`config.mk`:
```
export PLATFORM = sky130hd
export DESIGN_NAME = bpfa_ctrl
export DESIGN_NICKNAME = d
export VERILOG_FILES = /design/src/hw/rtl/bitmap_page_frame_allocator_macros.svh /design/src/hw/rtl/bpfa_pkg.sv /design/src/hw/rtl/bpfa_ctrl.sv
export SDC_FILE = /design/constraint.sdc
export NUM_CORES = 1
export LEC_CHECK = 0
export ABC_AREA = 1
export BUFFER_PORTS_ARGS = -buffer_cell sky130_fd_sc_hd__buf_2
export CORE_AREA = 2 2 39 41
export DETAILED_ROUTE_END_ITERATION = 10
export DIE_AREA = 0 0 41 43
export GPL_TIMING_DRIVEN = 0
export PLACE_DENSITY_LB_ADDON = 0.3
export SYNTH_ARGS = -nofsm -noshare
export SYNTH_HDL_FRONTEND = slang
export SYNTH_SLANG_ARGS = --single-unit
```
`constraint.sdc`:
```
create_clock -name clk -period 2.9 [get_ports clk]
set_clock_uncertainty 0.05 [all_clocks]
set_input_delay 0.58 -clock clk [delete_from_list [all_inputs] [get_ports clk]]
set_output_delay 0.58 -clock clk [all_outputs]
set_load 0.01 [all_outputs]
```
`src/hw/rtl/bitmap_page_frame_allocator_macros.svh`:
```
// Assertion macros for the bitmap page frame allocator.
`ifndef BITMAP_PAGE_FRAME_ALLOCATOR_MACROS_SVH
`define BITMAP_PAGE_FRAME_ALLOCATOR_MACROS_SVH

`ifndef SYNTHESIS

// Same-cycle implication, disabled while reset is asserted.
`define BPFA_ASSERT_SAME(lbl, clk_s, rst_s, ante, cons) \
    lbl: assert property (@(posedge clk_s) disable iff (!(rst_s)) (ante) |-> (cons)) \
        else $error("bpfa same-cycle check failed");

// Next-cycle implication, disabled while reset is asserted.
`define BPFA_ASSERT_NEXT(lbl, clk_s, rst_s, ante, cons) \
    lbl: assert property (@(posedge clk_s) disable iff (!(rst_s)) (ante) |=> (cons)) \
        else $error("bpfa next-cycle check failed");

`else

`define BPFA_ASSERT_SAME(lbl, clk_s, rst_s, ante, cons)
`define BPFA_ASSERT_NEXT(lbl, clk_s, rst_s, ante, cons)

`endif

`endif

```
`src/hw/rtl/bpfa_pkg.sv`:
```
// Shared types and constants of the bitmap page frame allocator.
package bpfa_pkg;

    localparam int PG_SHIFT    = 12;
    localparam int WORD_BITS   = 32;
    localparam int ALLOC_FIRST = 256;
    localparam int FIRST_WORD  = ALLOC_FIRST / WORD_BITS;
    localparam logic [11:0] LOW_LIMIT_MB = 12'h001;  // address[31:20] of 1 MiB

    typedef enum logic [1:0] {
        ACT_INIT  = 2'd0,
        ACT_ALLOC = 2'd1,
        ACT_FREE  = 2'd2
    } action_t;

    typedef enum logic [2:0] {
        ST_OK         = 3'd0,
        ST_NONE_FREE  = 3'd1,
        ST_MISALIGNED = 3'd2,
        ST_BEYOND     = 3'd3,
        ST_LOW_MEM    = 3'd4,
        ST_ALREADY    = 3'd5
    } status_t;

    typedef enum logic [1:0] {
        CFG_KERNEL_START = 2'd0,
        CFG_KERNEL_END   = 2'd1,
        CFG_HEAP_START   = 2'd2,
        CFG_HEAP_END     = 2'd3
    } cfg_idx_t;

    typedef enum logic [2:0] {
        S_CLEAR,
        S_IDLE,
        S_DISPATCH,
        S_INIT_WR,
        S_ALLOC_RD,
        S_ALLOC_CHK,
        S_FREE_CHK,
        S_DONE
    } state_t;

    typedef struct packed {
        logic    latch_item;
        logic    idx_zero;
        logic    idx_first;
        logic    idx_inc;
        logic    clr_wr;
        logic    init_start;
        logic    init_wr;
        logic    rd_scan;
        logic    rd_page;
        logic    alloc_take;
        logic    free_take;
        logic    set_status;
        status_t status_code;
        logic    result_load;
    } cmd_t;

    typedef struct packed {
        logic [1:0] action;
        status_t    free_chk;
        logic       word_has_free;
        logic       page_bit_set;
        logic       idx_last;
        logic       out_busy;
    } stat_t;

endpackage

```
`src/hw/rtl/bpfa_ctrl.sv`:
```
// Controller state machine of the bitmap page frame allocator.
module bpfa_ctrl
(
    input  logic          clk,
    input  logic          rst_n,
    input  logic          in_valid,
    output logic          in_ready,
    input  bpfa_pkg::stat_t stat,
    output bpfa_pkg::cmd_t  cmd
);
    import bpfa_pkg::*;

    state_t state_reg;
    state_t state_next;

    always_ff @(posedge clk or negedge rst_n)
    begin
        if (!rst_n)
        begin
            state_reg <= S_CLEAR;
        end
        else
        begin
            state_reg <= state_next;
        end
    end

    always_comb
    begin
        state_next = state_reg;
        case (state_reg)
            S_CLEAR:
            begin
                if (stat.idx_last)
                begin
                    state_next = S_IDLE;
                end
            end
            S_IDLE:
            begin
                if (in_valid)
                begin
                    state_next = S_DISPATCH;
                end
            end
            S_DISPATCH:
            begin
                case (stat.action)
                    ACT_INIT:  state_next = S_INIT_WR;
                    ACT_ALLOC: state_next = S_ALLOC_RD;
                    ACT_FREE:  state_next = (stat.free_chk == ST_OK) ? S_FREE_CHK : S_DONE;
                    default:   state_next = S_DONE;
                endcase
            end
            S_INIT_WR:
            begin
                if (stat.idx_last)
                begin
                    state_next = S_DONE;
                end
            end
            S_ALLOC_RD:
            begin
                state_next = S_ALLOC_CHK;
            end
            S_ALLOC_CHK:
            begin
                if (stat.word_has_free || stat.idx_last)
                begin
                    state_next = S_DONE;
                end
                else
                begin
                    state_next = S_ALLOC_RD;
                end
            end
            S_FREE_CHK:
            begin
                state_next = S_DONE;
            end
            S_DONE:
            begin
                if (!stat.out_busy)
                begin
                    state_next = S_IDLE;
                end
            end
            default:
            begin
                state_next = S_IDLE;
            end
        endcase
    end

    always_comb
    begin
        cmd         = '0;
        cmd.status_code = ST_OK;
        in_ready    = 1'b0;
        case (state_reg)
            S_CLEAR:
            begin
                cmd.clr_wr = 1'b1;
                if (stat.idx_last)
                begin
                    cmd.idx_zero = 1'b1;
                end
                else
                begin
                    cmd.idx_inc = 1'b1;
                end
            end
            S_IDLE:
            begin
                in_ready       = 1'b1;
                cmd.latch_item = in_valid;
            end
            S_DISPATCH:
            begin
                case (stat.action)
                    ACT_INIT:
                    begin
                        cmd.idx_zero   = 1'b1;
                        cmd.init_start = 1'b1;
                    end
                    ACT_ALLOC:
                    begin
                        cmd.idx_first = 1'b1;
                    end
                    ACT_FREE:
                    begin
                        if (stat.free_chk == ST_OK)
                        begin
                            cmd.rd_page = 1'b1;
                        end
                        else
                        begin
                            cmd.set_status  = 1'b1;
                            cmd.status_code = stat.free_chk;
                        end
                    end
                    default:
                    begin
                        cmd.set_status = 1'b0;
                    end
                endcase
            end
            S_INIT_WR:
            begin
                cmd.init_wr = 1'b1;
                if (stat.idx_last)
                begin
                    cmd.idx_zero = 1'b1;
                end
                else
                begin
                    cmd.idx_inc = 1'b1;
                end
            end
            S_ALLOC_RD:
            begin
                cmd.rd_scan = 1'b1;
            end
            S_ALLOC_CHK:
            begin
                if (stat.word_has_free)
                begin
                    cmd.alloc_take = 1'b1;
                end
                else if (stat.idx_last)
                begin
                    cmd.set_status  = 1'b1;
                    cmd.status_code = ST_NONE_FREE;
                end
                else
                begin
                    cmd.idx_inc = 1'b1;
                end
            end
            S_FREE_CHK:
            begin
                if (stat.page_bit_set)
                begin
                    cmd.free_take = 1'b1;
                end
                else
                begin
                    cmd.set_status  = 1'b1;
                    cmd.status_code = ST_ALREADY;
                end
            end
            S_DONE:
            begin
                cmd.result_load = !stat.out_busy;
            end
            default:
            begin
                in_ready = 1'b0;
            end
        endcase
    end

endmodule

```
-- Word level (Yosys, flattened, before mapping)
Index checks and enable logic that the tools add are counted.
- eq/ne operators: 13
- muxes and demuxes: 37
- reduce and logical (&&, ||, !) cells: 7
- operator list (cell ; number):
    3-bit case mux with 8 select lines ; 1
    1-bit 2-to-1 mux ; 22
    4-bit 2-to-1 mux ; 4
    3-bit 2-to-1 mux ; 5
    3-bit equality test, second input constant ; 4
    4-bit case mux with 3 select lines ; 1
    3-bit case mux with 3 select lines ; 1
    2-bit inequality test, second input constant ; 4
    3-bit by 2-bit equality test with 1-bit output, second input constant ; 2
    3-bit logical NOT ; 2
    1-bit case mux with 2 select lines ; 2
    4-bit AND reduction ; 1
    3-bit by 1-bit equality test with 1-bit output, second input constant ; 1
    2-bit by 1-bit equality test with 1-bit output, second input constant ; 1
    2-bit equality test, second input constant ; 1
    2-bit logical NOT ; 1
    2-bit 2-to-1 mux ; 1
    2-bit OR reduction ; 1
    1-bit logical NOT ; 1
    1-bit logical OR ; 1
- register bits after elaboration: 3
- input bits: 12
- output and inout port bits: 17
- word-level logic and storage cells: 58

-- Longest topological paths before layout
- depth after elaboration: 4
- mapped depth: 9
- gate-level depth less buffers: 8

-- Worst setup path before layout
Ideal clock, no wire load.
- path type: input to output
- start point: input port stat[8] (netlist bit)
- end point: output port cmd[4] (netlist bit)
- arrival: 1128 ps
- data required time: 2270 ps
- setup slack: 1142 ps
- stages on the path: 4
- path buffers: 0
- path through: inv_2 > nor2_1 > nand3_1 > o21ai_1
- RTL lines (element ; line ; text):
    start, declared ; bpfa_ctrl.sv:8 ; input bpfa_pkg::stat_t stat,
    end, declared ; bpfa_ctrl.sv:9 ; output bpfa_pkg::cmd_t cmd

==> impl_results.md <==
- Layout cell share with drive strength beyond 1: 0.426
- Worst hold path type: input port to asynchronous set/reset pin
- Comb power frac: 0.793
- Final setup viols: 0
- CTS H-tree depth: 1
- Total Wirelength: around 1200 µm
- DR vias/cell: 4.65
- Pwr dens: around 1000 mW/mm²
- Top cell type's share of synthesized area: 0.159
- # fillers: 149
- Register Area: ~75 µm²
- Cells after synthesis: 90
- Number of global-route vias before repair: roughly 520
- NumNets Final: around 140
- Final ANT Viol Nets: 0
- Hpwl dp: between 900 and 1000 µm
- Reg-to-reg slack, setup: approximately 1700 ps
- Busiest grt layer: met2
- PortBufs: 28
- DR iter-0 viols: 8
- Skew-Pair Late Insertion Delay: about 230 ps
- Antenna Cells: 0
- Worst path cell trace: buf_2 -> nor2_1 -> nand3_1 -> o21ai_1 -> buf_2
- CTS Buffer Depth: 2
- Yosys warns: 0
- Hold Fails Final Rpt: 0
- Height of the die: 43 µm
- Core box area: around 0.0014 mm²
- Critical path startpoint: stat[7]
- FMAX: approximately 500 MHz
- Worst R2R Path Depth: 9
- Req. time, crit path: between 2000 and 2500 ps
- Post-CTS Setup Bufs: 0
- Fin crit period: around 2000 ps
- CTS Hold Bufs: 0
- DRC errors left: 0
- Slew at the pin closest to its max-slew limit: between 200 and 250 ps
- Register bit total from synthesis: 3
- Worst setup endpoint: cmd[1]
- TritonCTS clock tree: yes
- Reg power frac: 0.105
- Top post-synthesis cells by area: nand2_1, dfrtp_1, nor2_1
- M1 GR Usage: 0.204
- Met2 Resource Use GR: 0.244
- Cell Int Power: ~0.00033 W
- Grt ovf: 0
- Leak: roughly 0.45 nW
- Mean area per synthesized cell: 5.78 µm²
- Top Ports: 29
- FP Rows: 14
- Syn nets: ~100
- WL/cell: 8.73 µm
- Most common cell on crit path: buf_2
- Status: finished clean
- Die area: 0.00176 mm²
- Reg2Reg Launch Point: state_reg[2]
- RSZ-0062 raised after global routing: false
- Max VDD drop: approximately 320 µV
- Crit path arrival time: between 1000 and 1500 ps
- Multi-input gate area in the final layout: about 340 µm²
- Met3 usage: 0.0314
- CP Launch Type: input port
- Vias: between 600 and 700
- Fin crit share: 0.685
- Cell variety after synth: 21
- Clock network fraction of total power: 0.102
- DR pass1 iterations: 4
- Largest register FFs: 3
- GRT Overall Usage: 0.154
- Sequential-to-total area share from yosys stat: 0.144
- Critical R2R Capture: state_reg[2]
- CP max FO: 4
- Crit-path slowest cell: nor2_1
- Clock tree sinks: 3
- Clock transition at path regs: 40 ps
- Final worst hold slack: about 84 ps
- Crit. End Element: output pin
- Max incr delay on CP: between 200 and 250 ps
- Cts repair resizes: 0
- Area leader, netlist: nand2_1
- MaxCap Viol Count: 0
- Largest net degree at the start of global routing: 11
- Root Buffer: clkbuf_4
- GPL Wtd Cong: approximately 0.77
- Starting Density: 0.376
- Setup tns final: 0 ps
- First-pass GRT wire length: ~2000 µm
- Die W: ~41 µm
- Slew Limit Headroom: 0.843
- Area delta synth->final: 35.8%
- Total CTS buffers: 3
- Initial antenna violation count: 0
- Psw: 0.000379 W
- Mapped cell area: around 520 µm²
- Critical path type: input port to output pin
- Net Sw Frac: 0.538
- Fin. max-slew vios: 0
power by group through the flow:
stage	logic (W)	registers, W	clock network [W]
6_report	0.000559	0.0000740	0.0000721
3_3_place_gp	0.000550	0.0000745	0
4_1_cts	0.000559	0.0000743	0.0000736
3_5_place_dp	0.000556	0.0000749	0
5_1_grt	0.000619	0.0000753	0.0000795
2_1_floorplan	0.000435	0.0000735	0
layout by cell type, fill, tap and decap left out:
cell	count
buf_6	2
nor2_4	2
o22ai_1	1
clkinv_1	1
clkbuf_4	3
nand2_4	1
nand2_2	5
inv_4	3
nand3_4	1
nand4_1	1
nor3_1	2
nand3_1	7
nor2_1	13
inv_1	12
nand3_2	2
a31oi_1	1
buf_4	1
o21ai_1	6
nor2_2	2
buf_2	28
clkbuf_1	1
inv_2	2
dfrtp_1	3
nand2_1	22
worst min-delay path by stage:
stage          cells after the start  start      endpoint  slack [ps]
2_1_floorplan                      0  rst_n  state_reg[0]         230
3_3_place_gp                       1  rst_n  state_reg[2]         320
6_report                           1  rst_n  state_reg[0]          80
5_1_grt                            1  rst_n  state_reg[0]          80
3_5_place_dp                       1  rst_n  state_reg[2]         330
4_1_cts                            1  rst_n  state_reg[2]          80
cells by family after synthesis:
logic type	after synthesis	synth area share
AND/OR/NAND/NOR	58	0.572
AO/OA/AOI/OAI	8	0.0817
flip-flops	3	0.144
buffers and inverters	21	0.202
routing by layer:
layer  vias to the layer above  part of all wire
met4                         0                 0
met5                         -                 0
met3                         0             0.061
met1                       279              0.46
li1                        341                 -
met2                        22              0.48
worst max-delay path: cells and delay by family:
kind,cells,cell delay (ps)
AO/OA/AOI/OAI,1,150
AND/OR/NAND/NOR,2,380
buffers and inverters,2,250
through the flow:
stage / cell area (µm²) / total power, W / instances / util / worst slack (ps)
after floorplan: 520 / 0.000509 / 90 / - / 1140
after global placement: 681 / 0.000624 / 134 / 0.492 / 930
after detailed placement: 681 / 0.000631 / 134 / 0.492 / 910
after CTS: 707 / 0.000707 / 138 / 0.511 / 902
after global routing: 707 / 0.000774 / 138 / 0.511 / 821
final: 707 / 0.000705 / 138 / 0.511 / 912
synthesized netlist by cell type:
master and instances:
o21ai_1 6, nor2_2 2, nor3_1 2, nand2_4 1
clkinv_1 1, nand3_2 2, nand3_1 7, dfrtp_1 3
buf_6 2, nand3_4 1, inv_2 2, a31oi_1 1
inv_4 3, nor2_1 13, inv_1 12, o22ai_1 1
buf_4 1, nand2_2 5, nor2_4 2, nand2_1 22
nand4_1 1
cell type report:
cell class                 count  area share
inverter                      18       0.106
buffer                         3      0.0425
clock buffer                   4      0.0372
tap                           16      0.0283
sequential                     3       0.106
multi-input combinational     66       0.481
timing repair buffer          28       0.198
No activity file was read; power rests on OpenSTA's default activity.
